File: config.mk
export PLATFORM = sky130hd
export DESIGN_NAME = websocket_frame_deframer
export DESIGN_NICKNAME = d
export VERILOG_FILES = /design/src/design/wsd_pkg.sv /design/src/design/wsd_in_stage.sv /design/src/design/wsd_parser.sv /design/src/design/wsd_out_stage.sv /design/src/design/websocket_frame_deframer.sv
export SDC_FILE = /design/constraint.sdc
export NUM_CORES = 1
export LEC_CHECK = 0
export BUFFER_PORTS_ARGS = -buffer_cell sky130_fd_sc_hd__buf_2
export CELL_PAD_IN_SITES_DETAIL_PLACEMENT = 1
export CELL_PAD_IN_SITES_GLOBAL_PLACEMENT = 2
export CORE_MARGIN = 5
export CORE_UTILIZATION = 35
export CTS_CLUSTER_SIZE = 24
export DETAILED_ROUTE_END_ITERATION = 12
export HOLD_SLACK_MARGIN = 0.06
export PLACE_DENSITY = 0.79
export RECOVER_POWER = 100
export SLEW_MARGIN = 10
export SYNTH_ARGS = -nofsm -noshare
export SYNTH_HDL_FRONTEND = slang
export SYNTH_HIERARCHICAL = 1
export SYNTH_SLANG_ARGS = --single-unit
File: constraint.sdc
create_clock -name clock -period 2.8 [get_ports clock]
set_input_delay 0.28 -clock clock [delete_from_list [all_inputs] [get_ports clock]]
set_output_delay 0.28 -clock clock [all_outputs]
set_load 0.03 [all_outputs]
File: src/design/wsd_pkg.sv
// Shared types and constants for the websocket frame deframer
`timescale 1ns / 1ps
package wsd_pkg;

   localparam logic [1:0] ST_PAYLOAD = 2'd0;
   localparam logic [1:0] ST_EMPTY   = 2'd1;
   localparam logic [1:0] ST_CLOSE   = 2'd2;

   localparam logic [6:0] LEN_EXT16 = 7'd126;
   localparam logic [6:0] LEN_EXT64 = 7'd127;

   localparam logic [1:0] LMODE_SHORT = 2'd0;
   localparam logic [1:0] LMODE_EXT16 = 2'd1;
   localparam logic [1:0] LMODE_EXT64 = 2'd2;

   typedef struct packed {
      logic [7:0] data_byte;
      logic       frame_start;
   } req_type;

   typedef struct packed {
      logic [7:0] payload_byte;
      logic [3:0] opcode;
      logic [3:0] flags;
      logic [1:0] status;
      logic       last;
   } rsp_type;

   typedef struct packed {
      logic    valid;
      req_type data;
   } item_type;

   typedef struct packed {
      logic    valid;
      rsp_type data;
   } result_type;

endpackage

File: src/design/wsd_in_stage.sv
// Input register stage of the websocket frame deframer
`timescale 1ns / 1ps
module wsd_in_stage
   import wsd_pkg::*;
(
   input  logic     clock,
   input  logic     reset,
   input  logic     req_valid,
   output logic     req_ready,
   input  req_type  req_data,
   input  logic     advance,
   output item_type item
);

   logic    valid_ff;
   req_type data_ff;

   assign req_ready = !valid_ff || advance;

   always_ff @(posedge clock) begin
      if (reset) begin
         valid_ff <= 1'b0;
      end else if (req_ready) begin
         valid_ff <= req_valid;
      end
   end

   always_ff @(posedge clock) begin
      if (req_ready && req_valid) begin
         data_ff <= req_data;
      end
   end

   assign item.valid = valid_ff;
   assign item.data  = data_ff;

endmodule

File: src/design/wsd_parser.sv
// Frame header parser and payload unmasking for the websocket frame deframer
`timescale 1ns / 1ps
module wsd_parser
   import wsd_pkg::*;
(
   input  logic       clock,
   input  logic       reset,
   input  logic       advance,
   input  item_type   item,
   output result_type res
);

   typedef enum logic [2:0] {
      PH_IDLE,
      PH_LEN,
      PH_EXT,
      PH_KEY,
      PH_DATA
   } phase_type;

   phase_type   phase_ff, phase_in;
   logic [3:0]  header_count_ff, header_count_in;
   logic [63:0] remaining_length_ff, remaining_length_in;
   logic [31:0] mask_key_ff, mask_key_in;
   logic [1:0]  key_index_ff, key_index_in;
   logic [3:0]  held_opcode_ff, held_opcode_in;
   logic [3:0]  held_flags_ff, held_flags_in;
   logic [1:0]  length_mode_ff, length_mode_in;

   logic       fire;
   logic [7:0] b;
   logic [3:0] count_next;
   logic [3:0] need;
   logic [7:0] key_byte;

   assign fire       = item.valid && advance;
   assign b          = item.data.data_byte;
   assign count_next = header_count_ff + 4'd1;
   assign need       = (length_mode_ff == LMODE_EXT16) ? 4'd2 : 4'd8;

   always_comb begin
      case (key_index_ff)
         2'd0:    key_byte = mask_key_ff[31:24];
         2'd1:    key_byte = mask_key_ff[23:16];
         2'd2:    key_byte = mask_key_ff[15:8];
         default: key_byte = mask_key_ff[7:0];
      endcase
   end

   always_comb begin
      phase_in            = phase_ff;
      header_count_in     = header_count_ff;
      remaining_length_in = remaining_length_ff;
      mask_key_in         = mask_key_ff;
      key_index_in        = key_index_ff;
      held_opcode_in      = held_opcode_ff;
      held_flags_in       = held_flags_ff;
      length_mode_in      = length_mode_ff;

      res.valid             = 1'b0;
      res.data.payload_byte = 8'd0;
      res.data.opcode       = held_opcode_ff;
      res.data.flags        = held_flags_ff;
      res.data.status       = ST_PAYLOAD;
      res.data.last         = 1'b0;

      if (fire) begin
         if (item.data.frame_start) begin
            held_flags_in       = b[7:4];
            held_opcode_in      = b[3:0];
            header_count_in     = 4'd0;
            remaining_length_in = 64'd0;
            mask_key_in         = 32'd0;
            key_index_in        = 2'd0;
            length_mode_in      = LMODE_SHORT;
            phase_in            = PH_LEN;
         end else begin
            case (phase_ff)
               PH_IDLE: begin
                  phase_in = PH_IDLE;
               end
               PH_LEN: begin
                  if (!b[7]) begin
                     phase_in        = PH_IDLE;
                     res.valid       = 1'b1;
                     res.data.status = ST_CLOSE;
                     res.data.last   = 1'b1;
                  end else begin
                     header_count_in = 4'd0;
                     if (b[6:0] == LEN_EXT16) begin
                        length_mode_in      = LMODE_EXT16;
                        remaining_length_in = 64'd0;
                        phase_in            = PH_EXT;
                     end else if (b[6:0] == LEN_EXT64) begin
                        length_mode_in      = LMODE_EXT64;
                        remaining_length_in = 64'd0;
                        phase_in            = PH_EXT;
                     end else begin
                        length_mode_in      = LMODE_SHORT;
                        remaining_length_in = {57'd0, b[6:0]};
                        phase_in            = PH_KEY;
                     end
                  end
               end
               PH_EXT: begin
                  remaining_length_in = {remaining_length_ff[55:0], b};
                  if (count_next >= need) begin
                     header_count_in = 4'd0;
                     phase_in        = PH_KEY;
                  end else begin
                     header_count_in = count_next;
                  end
               end
               PH_KEY: begin
                  mask_key_in = {mask_key_ff[23:0], b};
                  if (count_next >= 4'd4) begin
                     header_count_in = 4'd0;
                     key_index_in    = 2'd0;
                     if (remaining_length_ff == 64'd0) begin
                        phase_in        = PH_IDLE;
                        res.valid       = 1'b1;
                        res.data.status = ST_EMPTY;
                        res.data.last   = 1'b1;
                     end else begin
                        phase_in = PH_DATA;
                     end
                  end else begin
                     header_count_in = count_next;
                  end
               end
               PH_DATA: begin
                  remaining_length_in   = remaining_length_ff - 64'd1;
                  key_index_in          = key_index_ff + 2'd1;
                  res.valid             = 1'b1;
                  res.data.payload_byte = b ^ key_byte;
                  res.data.last         = (remaining_length_ff == 64'd1);
                  if (remaining_length_ff == 64'd1) begin
                     phase_in = PH_IDLE;
                  end
               end
               default: begin
                  phase_in = PH_IDLE;
               end
            endcase
         end
      end
   end

   always_ff @(posedge clock) begin
      if (reset) begin
         phase_ff            <= PH_IDLE;
         header_count_ff     <= 4'd0;
         remaining_length_ff <= 64'd0;
         mask_key_ff         <= 32'd0;
         key_index_ff        <= 2'd0;
         held_opcode_ff      <= 4'd0;
         held_flags_ff       <= 4'd0;
         length_mode_ff      <= LMODE_SHORT;
      end else begin
         phase_ff            <= phase_in;
         header_count_ff     <= header_count_in;
         remaining_length_ff <= remaining_length_in;
         mask_key_ff         <= mask_key_in;
         key_index_ff        <= key_index_in;
         held_opcode_ff      <= held_opcode_in;
         held_flags_ff       <= held_flags_in;
         length_mode_ff      <= length_mode_in;
      end
   end

endmodule

File: src/design/wsd_out_stage.sv
// Result register stage of the websocket frame deframer
`timescale 1ns / 1ps
module wsd_out_stage
   import wsd_pkg::*;
(
   input  logic       clock,
   input  logic       reset,
   input  result_type res,
   output logic       advance,
   output logic       rsp_valid,
   input  logic       rsp_ready,
   output rsp_type    rsp_data
);

   logic    valid_ff;
   rsp_type data_ff;

   assign advance = !valid_ff || rsp_ready;

   always_ff @(posedge clock) begin
      if (reset) begin
         valid_ff <= 1'b0;
      end else if (advance) begin
         valid_ff <= res.valid;
      end
   end

   always_ff @(posedge clock) begin
      if (advance && res.valid) begin
         data_ff <= res.data;
      end
   end

   assign rsp_valid = valid_ff;
   assign rsp_data  = data_ff;

endmodule

File: src/design/websocket_frame_deframer.sv
// A byte passes the input register, the combinational parser, then the result register.
// Throughput: one byte per cycle while rsp_ready does not stall the result register.
// Only payload, unmasked length and empty-frame last key bytes give a result; one at most.
// Reset: synchronous, clears the input and result registers and returns the parser to idle.
// Top level of the websocket frame deframer
`timescale 1ns / 1ps
module websocket_frame_deframer
   import wsd_pkg::*;
(
   input  logic    clock,
   input  logic    reset,
   input  logic    req_valid,
   output logic    req_ready,
   input  req_type req_data,
   output logic    rsp_valid,
   input  logic    rsp_ready,
   output rsp_type rsp_data
);

   logic       advance;
   item_type   item;
   result_type res;

   wsd_in_stage u_in_stage (
      .clock     (clock),
      .reset     (reset),
      .req_valid (req_valid),
      .req_ready (req_ready),
      .req_data  (req_data),
      .advance   (advance),
      .item      (item)
   );

   wsd_parser u_parser (
      .clock   (clock),
      .reset   (reset),
      .advance (advance),
      .item    (item),
      .res     (res)
   );

   wsd_out_stage u_out_stage (
      .clock     (clock),
      .reset     (reset),
      .res       (res),
      .advance   (advance),
      .rsp_valid (rsp_valid),
      .rsp_ready (rsp_ready),
      .rsp_data  (rsp_data)
   );

endmodule

### After elaboration in Yosys (flattened, before gate mapping)

Index checks and enable logic that the tools add are counted.

| operators by class | value |
|---|---|
| bitwise operators | 3 |
| eq/ne operators | 14 |
| add/subtract/negate cells | 3 |
| reductions and logical operators | 24 |
| $lt $le $gt $ge | 2 |
| mux-type cells | 43 |

Operators with widths:

| cell | count |
|---|---|
| 64-bit 2-to-1 mux | 3 |
| 64-bit case mux with 3 select lines | 1 |
| 64-bit by 1-bit == test with 1-bit output, second input constant | 1 |
| 64-bit logical NOT | 1 |
| 32-bit 2-to-1 mux | 2 |
| 64-bit by 1-bit subtractor with 64-bit output, second input constant | 1 |
| 3-bit 2-to-1 mux | 9 |
| 8-bit case mux with 3 select lines | 1 |
| 4-bit 2-to-1 mux | 5 |
| 9-bit 2-to-1 mux | 2 |
| 2-bit 2-to-1 mux | 8 |
| 7-bit == test, second input constant | 2 |
| 3-bit case mux with 4 select lines | 1 |
| 4-bit case mux with 3 select lines | 1 |
| 3-bit AND reduction | 4 |
| 3-bit by 2-bit != test with 1-bit output, second input constant | 3 |
| 8-bit 2-to-1 mux | 1 |
| 2-bit case mux with 2 select lines | 2 |
| 4-bit nonzero test | 2 |
| 8-bit XOR | 1 |
| 7-bit 2-to-1 mux | 1 |
| 3-bit by 2-bit == test with 1-bit output, second input constant | 2 |
| 1-bit case mux with 3 select lines | 2 |
| 2-bit nonzero test | 3 |
| other kinds (20) | 30 |

| storage, ports and cells | value |
|---|---|
| register bits after elaboration | 145 |
| output and inout bits | 21 |
| word-level logic and storage cells | 106 |
| bits of input ports | 13 |

### Depth between registers and ports, before layout

Gate-level depths: netlist of run 1.

| depth | value |
|---|---|
| word-level depth | 7 |
| depth in mapped cells | 13 |

### By module

Netlist of run 1, hierarchy kept.

Modules (own cells, without submodules):

| module | instances | area each (sq um) | sequential area each (sq um) | cells each |
|---|---|---|---|---|
| wsd_parser | 1 | 6458.7 | 2302.2 | 818 |
| wsd_out_stage | 1 | 625.6 | 590.6 | 24 |
| wsd_in_stage | 1 | 332.8 | 290.3 | 15 |

### Least setup slack after synthesis of run 1

OpenSTA, ideal clock, no wires.

| timing | value |
|---|---|
| path type | reg2reg |
| start point | register u_parser.remaining_length_ff[0] |
| end point | register u_out_stage.data_ff (netlist bit u_out_stage/rsp_data[0]) (enable) |
| cell stages (with the launch flop) | 13 |
| arrival time | 2.535 ns |
| required time | 2.482 ns |
| period minus slack after synthesis | 2.853 ns |
| setup slack | -0.053 ns |
| cell sequence | dfxtp_1 -> inv_1 -> ha_1 -> or3b_1 -> buf_2 -> nand4b_4 -> or3_1 -> buf_2 -> buf_2 -> nor2_1 -> a21oi_1 -> o21ai_0 -> and2_4 |

RTL lines:

| what | line | source |
|---|---|---|
| start: declaration | wsd_parser.sv:23 | `logic [63:0] remaining_length_ff, remaining_length_in;` |
| start signal: assignment | wsd_parser.sv:162 | `remaining_length_ff <= remaining_length_in;` |
| end signal: assignment | wsd_out_stage.sv:30 | `data_ff <= res.data;` |
| end: declaration | wsd_out_stage.sv:16 | `rsp_type data_ff;` |

==> results.md, run 1 <==
* VDD IR-drop max at slightly below 0.3 mV
* Count of buffer and inverter cells on the critical path at 1
* Number of antenna violations at the first check in global routing at 0
* Final WL at 26.0 mm
* Top FF cell, synth: sky130_fd_sc_hd__dfxtp_1
* H-tree depth at 4
* Aggregate global routing overflow at 0
* Share of layout cells above drive strength 1 at 0.146
* Starting density of the core at 0.354
* Min Hold Slack at 103 ps
* Clock insertion delay at the later pin of the skew report at 430 ps
* Number of I/O port buffers at 33
* Mapped Cells at 857
* Detailed Route Iter0 Violations at slightly below 600
* Global-route wire length before repair at 41.8 mm
* Clock tree from TritonCTS: yes
* Share of the synthesized area in the top cell type at 0.316
* Post-layout net count at 957
* Per-cell via count in the routed design at 5.83
* DIE AREA at 24200 um2
* Area post-placement at 8310 um2
* Arrival time at the worst endpoint at 2820 ps
* Unique masters post-synth at 70
* Net Count, Synth at 879
* Critical path required time at 2930 ps
* Period Utilization, post-route at 0.959
* Detail Placement HPWL at between 15 and 20 mm
* Crit path cell chain: inv_1 > ha_1 > or3b_1 > nand4b_4 > or3_1 > nor2_2 > a21oi_1 > o21ai_2 > and2_4
* Final setup violation count at 0
* GRT Total Usage at 0.217
* Clock transition at the register clock pins on the worst setup and hold paths after CTS at 70 ps
* Standard-cell rows at 53
* Final routed wire length divided by cell count at 21.2 um
* Antenna diode instance count at 0
* Total number of clock tree sinks at 145
* Post-Syn Area per Cell at 8.65 um2
* Master of the slowest instance on the critical path: sky130_fd_sc_hd__or3b_1
* Synthesis-stage register bit count at 145
* DP Cell Count at roughly 1200
* 1st-pass router iterations at 5
* Max-slew violations at 0
* Vert. Die Dim at between 150 and 200 um
* Setup repair after global routing missed its margin: false
* Number of top-level design ports at 34
* Tmin final at 2690 ps
* Worst path max stage delay at 390 ps
* Antenna Nets Post-Route at 0
* Top delay family on crit path: simple AND/OR/NAND/NOR gates
* Maximum clock skew at final layout at 9.69 ps
* Biggest area contributors in the synthesized netlist: sky130_fd_sc_hd__dfxtp_1 32%, sky130_fd_sc_hd__edfxtp_1 11%, sky130_fd_sc_hd__a22oi_1 7.5%
* Most frequently used cell type in the post-synthesis netlist: sky130_fd_sc_hd__dfxtp_1
* CP endpoint kind: register
* Status: completed
* Clock buffer count from CTS at 17
* Critical path class: register to register
* Worst slew pin tran at ~1100 ps
* Power per unit of standard cell area at 550 nW/um2
* GPL Wtd Cong at 0.863
* CTS root buffer: sky130_fd_sc_hd__clkbuf_16
* Max-slew headroom at the worst pin at 0.284
* Number of maximum-capacitance constraint violations at 0
* Final hold vios at 0
* DRC violation count after routing at 0
* Peak clock frequency supported by timing at 372 MHz
* Number of enable-type register cells in the synthesized netlist at 28
* Sequential-to-total area share from yosys stat at 0.429
* Setup TNS after final layout at 0 ps
* Layout-stage area growth over the synthesis result at 20.4%
* Cell area after synthesis at 7420 um2
* Pin count of the biggest net entering global routing at 49
* Most area-hungry cell type in the Yosys netlist: sky130_fd_sc_hd__dfxtp_1
* Detailed-route via count at ~7000
* Via count of the first global-routing pass at about 7400
* Die Width at approximately 160 um
* Leak Pwr at between 3 and 4 nW
* Commonest cells in the synthesized netlist: 117 x sky130_fd_sc_hd__dfxtp_1, 105 x sky130_fd_sc_hd__nor2_1, 74 x sky130_fd_sc_hd__a22oi_1
* Share of synthesized registers carrying an async set or reset at 0
* Hold crit path type: primary input to register
* Max Fanout on Critical Path at 9
* Yosys warns at 6
* Maximum clock insertion buffer count at 2
* Std-Cell Core Area at 21000 um2
* Finished layout cell area at a little under 9000 um2
* Layout filler cell count at 2514
* Startpoint type of the worst setup path: register
* Overall Power at 0.00491 W
* Post-Layout Cell Count at between 1000 and 1500
==> sequential cells by signal, indices dropped and copies added, names as in the netlist, 3 cells and up <==
signal,count
u_parser/held_flags_ff,4
u_parser/phase_ff,3
u_parser/held_opcode_ff,4
u_parser/header_count_ff,4
u_parser/remaining_length_ff,64
u_in_stage/item,9
u_out_stage/rsp_data,19
u_parser/mask_key_ff,32
==> layout make-up <==
cell class | instances | area, um2 | area share
sequential | 145 | 3180 | 0.357
clock buffer | 18 | 450 | 0.0504
clock inverter | 14 | 141 | 0.0158
inverter | 12 | 45.0 | 0.00504
multi-input combinational | 634 | 3930 | 0.440
tap | 275 | 344 | 0.0385
timing repair buffer | 125 | 837 | 0.0938
==> layer usage <==
layer  global-route usage  share of wire
met5                    0              0
met4               0.0538          0.015
met3               0.0460          0.050
met2                0.352           0.47
met1                0.297           0.46
==> per-stage QoR <==
step / setup slack, ps / util
after floorplan: 1.92 / -
after global placement: 169 / 0.397
after detailed placement: 31.1 / 0.397
after CTS: 57.1 / 0.430
after global routing: 4.80 / 0.426
final: 114 / 0.426
==> placed cells by master (no fill, tap or decap), types with 4 or more instances in the layout <==
cell                            synthesis  layout
sky130_fd_sc_hd__nor4_1                22      23
sky130_fd_sc_hd__clkbuf_1              59      29
sky130_fd_sc_hd__buf_2                  6      11
sky130_fd_sc_hd__a21o_1                 4       4
sky130_fd_sc_hd__nand4_1                7       7
sky130_fd_sc_hd__o211ai_1               5       5
sky130_fd_sc_hd__nor2_1               105     103
sky130_fd_sc_hd__a22oi_1               74      74
sky130_fd_sc_hd__nand2b_1               7       9
sky130_fd_sc_hd__a222oi_1              11      11
sky130_fd_sc_hd__inv_1                 12      12
sky130_fd_sc_hd__nor4_2                 6       5
sky130_fd_sc_hd__xnor2_1               32      32
sky130_fd_sc_hd__a211oi_1               4       4
sky130_fd_sc_hd__or3_1                 12      12
sky130_fd_sc_hd__buf_4                  1      69
sky130_fd_sc_hd__a21oi_1               43      43
sky130_fd_sc_hd__xor2_1                13      13
sky130_fd_sc_hd__nor2b_1                7       7
sky130_fd_sc_hd__o22ai_1               18      18
sky130_fd_sc_hd__nand2_1               68      68
sky130_fd_sc_hd__a22o_1                 7       7
sky130_fd_sc_hd__inv_8                  0       4
sky130_fd_sc_hd__inv_6                  0       4
sky130_fd_sc_hd__clkbuf_2               0       5
sky130_fd_sc_hd__dlygate4sd3_1          0       9
sky130_fd_sc_hd__and3_1                 4       4
sky130_fd_sc_hd__edfxtp_1              28      28
sky130_fd_sc_hd__ha_1                   9       9
sky130_fd_sc_hd__dfxtp_1              117     117
sky130_fd_sc_hd__a31oi_1                5       5
sky130_fd_sc_hd__o21ai_0               45      45
sky130_fd_sc_hd__clkbuf_16              0      18
sky130_fd_sc_hd__nor3_1                30      30
sky130_fd_sc_hd__nand3_1               19      19
sky130_fd_sc_hd__or4_1                 13      13
==> power by group <==
group | total, W | switching (W) | internal [W]
combinational | 0.000446 | 0.000275 | 0.000171
sequential | 0.00218 | 0.0000349 | 0.00214
clock | 0.00228 | 0.00105 | 0.00124
total | 0.00491 | 0.00136 | 0.00355
==> worst register-to-register path, cell delays in order, from the launching register on <==
cell	delay (ps)
sky130_fd_sc_hd__dfxtp_1	310
sky130_fd_sc_hd__inv_1	70
sky130_fd_sc_hd__ha_1	190
sky130_fd_sc_hd__or3b_1	390
sky130_fd_sc_hd__nand4b_4	180
sky130_fd_sc_hd__or3_1	380
sky130_fd_sc_hd__nor2_2	190
sky130_fd_sc_hd__a21oi_1	150
sky130_fd_sc_hd__o21ai_2	240
sky130_fd_sc_hd__and2_4	280
==> cell families (layout without fill, tap and decap cells) <==
kind of cell,count (synthesis),count (layout),synth area share
adder cells (fa/ha/maj),9,9,0.0152
AND/OR/NAND/NOR,328,330,0.231
buffers and inverters,80,169,0.0430
AO/OA/AOI/OAI,247,247,0.225
XOR/XNOR,45,45,0.0531
flip-flops,145,145,0.429
multiplexers,3,3,0.00405
==> worst paths after layout <==
kind                              startpoint                       end  slack (ps)  depth (start not counted)
min                                req_valid       u_in_stage/valid_ff         100                          3
min reg2reg        u_parser/held_flags_ff[1]   u_out_stage/rsp_data[4]         430                          0
max reg2reg  u_parser/remaining_length_ff[0]  u_out_stage/rsp_data[14]         110                          9
max          u_parser/remaining_length_ff[0]  u_out_stage/rsp_data[14]         110                          9
==> what timing repair did <==
| item | CTS | global route |
|---|---|---|
| hold buffers | 9 | 0 |
| gates resized for setup | 2 | 1 |
| endpoints found under the setup margin | 19 | 19 |
| hold endpoints to repair | 9 | 0 |
| buffers inserted | 0 | 1 |
| cloned | 1 | 1 |
| pin swaps | 1 | 3 |
Power figures use the tool's default switching activity.
==> inputs of run 2 (changes only) <==
--- a/config.mk
+++ b/config.mk
@@ -5,7 +5,7 @@
 export SDC_FILE = /design/constraint.sdc
 export NUM_CORES = 1
 export LEC_CHECK = 0
-export BUFFER_PORTS_ARGS = -buffer_cell sky130_fd_sc_hd__buf_2
+export BUFFER_PORTS_ARGS = -buffer_cell sky130_fd_sc_hd__buf_4
 export CELL_PAD_IN_SITES_DETAIL_PLACEMENT = 1
 export CELL_PAD_IN_SITES_GLOBAL_PLACEMENT = 2
 export CORE_MARGIN = 5
==> run 2 against run 1 <==
  * The flow now finishes with violations (capacitance limit, slew limit)
  * Combinational power about the same
  * First-iteration DRC count down 2.1%
  * Sequential share of layout area about the same
  * Clock power up 6%
  * Non-clock buffer count down 11
  * Final cell count down 0.82%
  * Maximum frequency down 1.3%
  * Largest power group unchanged
  * Sequential cell count unchanged
==> results.md, run 2 (synthesized netlist as in run 1, its figures left out) <==
* Status: finished with violations
* Violated checks: capacitance limit, slew limit
* Share of power burned in combinational logic at 0.088 (-0.003)
* Clock share of power at 0.480 (+0.015)
* Layout-stage area growth over the synthesis result at 20.4% (about the same)
* P_int at 0.00369 W (+3.8%)
* Max Fanout on Critical Path at 5 (-4)
* GPL Wtd Cong at 0.856 (-0.87%)
* Number of top-level design ports at 34 (unchanged)
* Final WL at 25.7 mm (-0.91%)
* Most common cell after layout, fill and taps aside: sky130_fd_sc_hd__dfxtp_1
* Count of buffer and inverter cells on the critical path at 0 (-1)
* Number of maximum-capacitance constraint violations at 1 (+1)
* Aggregate global routing overflow at 0 (unchanged)
* Maximum clock insertion buffer count at 2 (unchanged)
* Critical path required time at 2940 ps (about the same)
* Number of antenna violations at the first check in global routing at 0 (unchanged)
* H-tree depth at 4 (unchanged)
* Post-Layout Cell Count at 1213 (-0.82%)
* Flip-flop count of the largest register after layout at 64 (unchanged)
* Standard-cell rows at 53 (unchanged)
* GRT Total Usage at 0.216 (-0.000976)
* Worst slew pin tran at 1970 ps (+894 ps)
* Share of layout cells above drive strength 1 at 0.144 (-0.00165)
* Detailed-route via count at 7116 (-0.28%)
* Global-route wire length before repair at 41.6 mm (-0.48%)
* Via count of the first global-routing pass at 7272 (-1.8%)
* CP endpoint kind: register
* Maximum clock skew at final layout at 10.1 ps (+0.442 ps)
* Top delay family on crit path: simple AND/OR/NAND/NOR gates
* Final hold vios at 0 (unchanged)
* Final routed wire length divided by cell count at 21.2 um (about the same)
* Vert. Die Dim at 156 um (unchanged)
* Number of cells on the worst reg-to-reg path at 7 (-2)
* Std-Cell Core Area at 21000 um2 (unchanged)
* CTS root buffer: sky130_fd_sc_hd__clkbuf_16
* Max-slew headroom at the worst pin at -0.312 (-0.596)
* Worst path max stage delay at 550 ps (+160 ps)
* 1st-pass router iterations at 7 (+2)
* Antenna Nets Post-Route at 0 (unchanged)
* Clock insertion delay at the later pin of the skew report at 430 ps (about the same)
* Post-layout net count at 947 (-1.0%)
* Clock tree from TritonCTS: yes
* Net switching fraction of the power at 0.269 (-0.00731)
* Clock transition at the register clock pins on the worst setup and hold paths after CTS at 70 ps (about the same)
* Setup TNS after final layout at 0 ps (unchanged)
* Crit path cell chain: or4_1 > nor4_1 > nand4_1 > nor2_2 > a21oi_1 > o21ai_2 > and2_4
* Die Width at 156 um (unchanged)
* Number of logic stages on the critical path including buffering at 7 (-2)
* Leak Pwr at 3.37 nW (-0.14%)
* Detail Placement HPWL at 17.5 mm (-1.1%)
* Starting density of the core at 0.354 (unchanged)
* Commonest cells after routing, fill and taps aside: 117 x sky130_fd_sc_hd__dfxtp_1, 103 x sky130_fd_sc_hd__nor2_1, 74 x sky130_fd_sc_hd__a22oi_1
* DIE AREA at 24200 um2 (unchanged)
* Final setup violation count at 0 (unchanged)
* Detailed Route Iter0 Violations at 567 (-2.1%)
* Tmin final at 2720 ps (+36.1 ps)
* Clock buffer count from CTS at 17 (unchanged)
* VDD IR-drop max at 0.325 mV (+10%)
* Antenna diode instance count at 0 (unchanged)
* Total number of clock tree sinks at 145 (unchanged)
* Number of I/O port buffers at 33 (unchanged)
* Max-slew violations at 42 (+42)
* Register bank with the most flops: u_parser/remaining_length_ff
* Register share of total power at 0.432 (-0.012)
* Power per unit of standard cell area at 564 nW/um2 (+2.7%)
* DP Cell Count at 1168 (-0.93%)
* DRC violation count after routing at 0 (unchanged)
* Per-cell via count in the routed design at 5.87 (+0.54%)
* Power dissipated by switching net loads at 0.00136 W (about the same)
* Hold crit path type: primary input to register
* Depth of the worst hold-timing path at 3 (unchanged)
* Critical path class: register to register
* Arrival time at the worst endpoint at 2860 ps (+40 ps)
* Master of the slowest instance on the critical path: sky130_fd_sc_hd__or4_1
* Startpoint type of the worst setup path: register
* Peak clock frequency supported by timing at 367 MHz (-1.3%)
* Pin count of the biggest net entering global routing at 42 (-14%)
* Period Utilization, post-route at 0.972 (+0.0129)
run 2: cell count changes in the layout (fill, tap and decap cells not counted), sizes merged:
| cell | previous run | this run |
|---|---|---|
| and2 | 8 | 9 |
| inv | 20 | 21 |
| clkinv | 5 | 3 |
| clkinvlp | 1 | 0 |
| clkbuf | 52 | 56 |
| bufinv | 0 | 2 |
| buf | 82 | 67 |
run 2: power groups by stage:
stage	clock network, W	logic (W)	registers [W]
2_1_floorplan	0	0.000299	0.00221
3_3_place_gp	0	0.000435	0.00222
3_5_place_dp	0	0.000438	0.00223
4_1_cts	0.00247	0.000451	0.00218
5_1_grt	0.00257	0.000487	0.00218
6_report	0.00242	0.000446	0.00218
run 2: cell type report:
class / instances / area [um2]
flip-flops and latches: 145 / 3180
fillers: 2512 / 12000
multi-input cells: 635 / 3940
inverters: 12 / 45.0
well taps: 275 / 344
clock buffers: 18 / 429
repair buffers: 114 / 801
clock inverters: 14 / 190
run 2: layer usage:
metal | track usage | routed length (um) | vias to the layer above | part of all wire
met5 | 0 | 0 | - | 0
met4 | 0.0525 | 395 | 0 | 0.015
met3 | 0.0408 | 860 | 27 | 0.033
met2 | 0.352 | 12300 | 120 | 0.48
met1 | 0.297 | 12200 | 3634 | 0.47
li1 | - | - | 3335 | -
run 2: tightest hold or removal path, cell delays in order:
cell	delay, ps
sky130_fd_sc_hd__buf_4	110
sky130_fd_sc_hd__inv_1	50
sky130_fd_sc_hd__a21oi_2	50
run 2: through the flow:
stage          total power [W]  hold slack (ps)   util  setup slack (ps)  instance area, um2
5_1_grt                0.00524             98.9  0.426            -0.484                8930
3_5_place_dp           0.00266              424  0.397              72.3                8310
4_1_cts                0.00510             91.2  0.431              16.8                9030
6_report               0.00504              103  0.426              78.1                8930
2_1_floorplan          0.00251              342      -              1.92                7420
3_3_place_gp           0.00266              411  0.397               123                8310
run 2: path summary, 6_finish.rpt:
| kind | slack [ps] | endpoint | start |
|---|---|---|---|
| max | 80 | u_out_stage/rsp_data[15] | u_parser/remaining_length_ff[52] |
| min | 100 | u_in_stage/valid_ff | req_valid |
| max reg2reg | 80 | u_out_stage/rsp_data[15] | u_parser/remaining_length_ff[52] |
| min reg2reg | 430 | u_out_stage/rsp_data[4] | u_parser/held_flags_ff[1] |
run 2: repair_timing:
action                                 4_1_cts  5_1_grt
pin swaps                                    0        4
setup endpoints to repair                    2       19
hold buffers                                 9        0
buffers inserted                             0        1
endpoints found under the hold margin        9        0
resized for setup                            1        5
gates cloned                                 1        2
==> inputs of run 3 (changes only) <==
--- a/config.mk
+++ b/config.mk
@@ -8,9 +8,9 @@
 export BUFFER_PORTS_ARGS = -buffer_cell sky130_fd_sc_hd__buf_4
 export CELL_PAD_IN_SITES_DETAIL_PLACEMENT = 1
 export CELL_PAD_IN_SITES_GLOBAL_PLACEMENT = 2
-export CORE_MARGIN = 5
+export CORE_MARGIN = 2
 export CORE_UTILIZATION = 35
-export CTS_CLUSTER_SIZE = 24
+export CTS_CLUSTER_DIAMETER = 30
 export DETAILED_ROUTE_END_ITERATION = 12
 export HOLD_SLACK_MARGIN = 0.06
 export PLACE_DENSITY = 0.79
==> run 3 against run 2 <==
  * The flow now finishes without violations
  * Final area about the same
  * Clock power about the same
  * Largest cell class unchanged
  * Final cell count up 0.16%
  * Largest power group unchanged
  * Utilization up 0.15 points
==> results.md, run 3 (synthesized netlist as in run 1, its figures left out) <==
* Vert. Die Dim at 150 um (-3.9%)
* Pin count of the biggest net entering global routing at 85 (+100%)
* Final routed wire length divided by cell count at 21.2 um (-0.24%)
* Flip-flop count of the largest register after layout at 64 (unchanged)
* CP endpoint kind: register
* Antenna diode instance count at 0 (unchanged)
* Power per unit of standard cell area at 561 nW/um2 (-0.70%)
* VDD IR-drop max at 0.335 mV (+3.0%)
* Detail Placement HPWL at 17.1 mm (-2.2%)
* Maximum clock insertion buffer count at 2 (unchanged)
* Post-layout net count at 949 (+0.21%)
* Peak clock frequency supported by timing at 379 MHz (+3.2%)
* Arrival time at the worst endpoint at 2770 ps (-90 ps)
* GRT Total Usage at 0.236 (+0.0203)
* DP Cell Count at 1171 (+0.26%)
* Worst slew pin tran at 1160 ps (-806 ps)
* Post-Layout Cell Count at 1215 (+0.16%)
* Clock tree from TritonCTS: yes
* Total number of clock tree sinks at 145 (unchanged)
* Aggregate global routing overflow at 0 (unchanged)
* CTS root buffer: sky130_fd_sc_hd__clkbuf_16
* Final WL at 25.7 mm (about the same)
* Clock insertion delay at the later pin of the skew report at 440 ps (about the same)
* Share of layout cells above drive strength 1 at 0.140 (-0.00350)
* Number of I/O port buffers at 33 (unchanged)
* Critical path required time at 2930 ps (about the same)
* Final setup violation count at 0 (unchanged)
* Standard-cell rows at 53 (unchanged)
* DRC violation count after routing at 0 (unchanged)
* Starting density of the core at 0.355 (+0.00112)
* Critical path class: register to register
* Die Width at 150 um (-3.9%)
* DIE AREA at 22400 um2 (-7.6%)
* Final critical-path setup slack at 162 ps (+83.9 ps)
* Maximum clock skew at final layout at 17.8 ps (+7.70 ps)
* Per-cell via count in the routed design at 5.80 (-1.1%)
* H-tree depth at 4 (unchanged)
* Hold crit path type: primary input to register
* 1st-pass router iterations at 5 (-2)
* Max-slew violations at 0 (-100%)
* Most common cell after layout, fill and taps aside: sky130_fd_sc_hd__dfxtp_1
* Std-Cell Core Area at 20900 um2 (-0.32%)
* Leak Pwr at 3.36 nW (-0.36%)
* Setup repair after global routing missed its margin: false
* Max-slew headroom at the worst pin at 0.223 (+0.534)
* Final hold vios at 0 (unchanged)
* Clock transition at the register clock pins on the worst setup and hold paths after CTS at 80 ps (about the same)
* Period Utilization, post-route at 0.942 (-0.0300)
* Number of antenna violations at the first check in global routing at 0 (unchanged)
* Commonest cells after routing, fill and taps aside: 117 x sky130_fd_sc_hd__dfxtp_1, 103 x sky130_fd_sc_hd__nor2_1, 74 x sky130_fd_sc_hd__a22oi_1
* Via count of the first global-routing pass at 7297 (+0.34%)
* Antenna Nets Post-Route at 0 (unchanged)
* Clock buffer count from CTS at 17 (unchanged)
* Register bank with the most flops: u_parser/remaining_length_ff
* Tmin final at 2640 ps (-83.9 ps)
* GPL Wtd Cong at 0.824 (-3.7%)
* Max Fanout on Critical Path at 5 (unchanged)
* Detailed-route via count at 7046 (-0.98%)
* Setup TNS after final layout at 0 ps (unchanged)
* Layout-stage area growth over the synthesis result at 20.5% (about the same)
* Worst-case setup slack after placement at 67.5 ps (-4.84 ps)
* Number of maximum-capacitance constraint violations at 0 (-1)
* Startpoint type of the worst setup path: register
* Status: completed
* Number of top-level design ports at 34 (unchanged)
* Global-route wire length before repair at 40.8 mm (-1.9%)
* Detailed Route Iter0 Violations at 434 (-23%)
* Flop2flop setup slack at 160 ps (+80 ps)
* Number of buffers added for setup after CTS at 0 (unchanged)
## run 3: where the power goes
part           total (W)  internal, W  switching, W
sequential       0.00217      0.00214     0.0000309
clock            0.00240      0.00123       0.00117
combinational   0.000434     0.000168      0.000266
total            0.00501      0.00354       0.00147
## run 3: per-stage QoR
stage               instance area [um2]  utilization  hold slack, ps  power, W
finish                             8940        0.428            94.7   0.00501
floorplan                          7420            -             342   0.00251
global route                       8940        0.428            85.1   0.00518
CTS                                9050        0.433            82.2   0.00507
global placement                   8330        0.399             413   0.00265
detailed placement                 8330        0.399             423   0.00266
## run 3: path summary, 6_finish.rpt
check | start | to | cells after the start
hold reg to reg | u_parser/held_flags_ff[2] | u_out_stage/rsp_data[5] | 0
hold / removal | req_valid | u_in_stage/valid_ff | 3
setup reg to reg | u_parser/remaining_length_ff[52] | u_out_stage/rsp_data[0] | 7
setup / recovery | u_parser/remaining_length_ff[52] | u_out_stage/rsp_data[0] | 7
## run 3: metal layers
layer | global-route usage | wire, um | vias to the layer above
met2 | 0.404 | 12700 | 162
met4 | 0.0762 | 413 | 0
li1 | - | - | 3338
met3 | 0.0451 | 1040 | 28
met1 | 0.299 | 11500 | 3518
met5 | 0 | 0 | -
## run 3: timing repair
| item | 4_1_cts | 5_1_grt |
|---|---|---|
| hold buffers | 9 | 0 |
| setup endpoints to repair | 0 | 19 |
| resized for setup | 0 | 4 |
| hold endpoints to repair | 9 | 0 |
## run 3: critical path, cell delays in order (launching register included)
cell and delay [ps]:
sky130_fd_sc_hd__dfxtp_1 320, sky130_fd_sc_hd__or4_1 560, sky130_fd_sc_hd__nor4_2 340, sky130_fd_sc_hd__nand4_1 280
sky130_fd_sc_hd__nor2_2 200, sky130_fd_sc_hd__a21oi_1 110, sky130_fd_sc_hd__o21ai_2 240, sky130_fd_sc_hd__and2_2 290
## run 3: area by class of cell
class / instances / area [um2]
Fill cell: 2473 / 12000
Multi-Input combinational cell: 635 / 3930
Sequential cell: 145 / 3180
Timing Repair Buffer: 116 / 806
Clock buffer: 17 / 425
Tap cell: 275 / 344
Clock inverter: 15 / 206
Inverter: 12 / 45.0
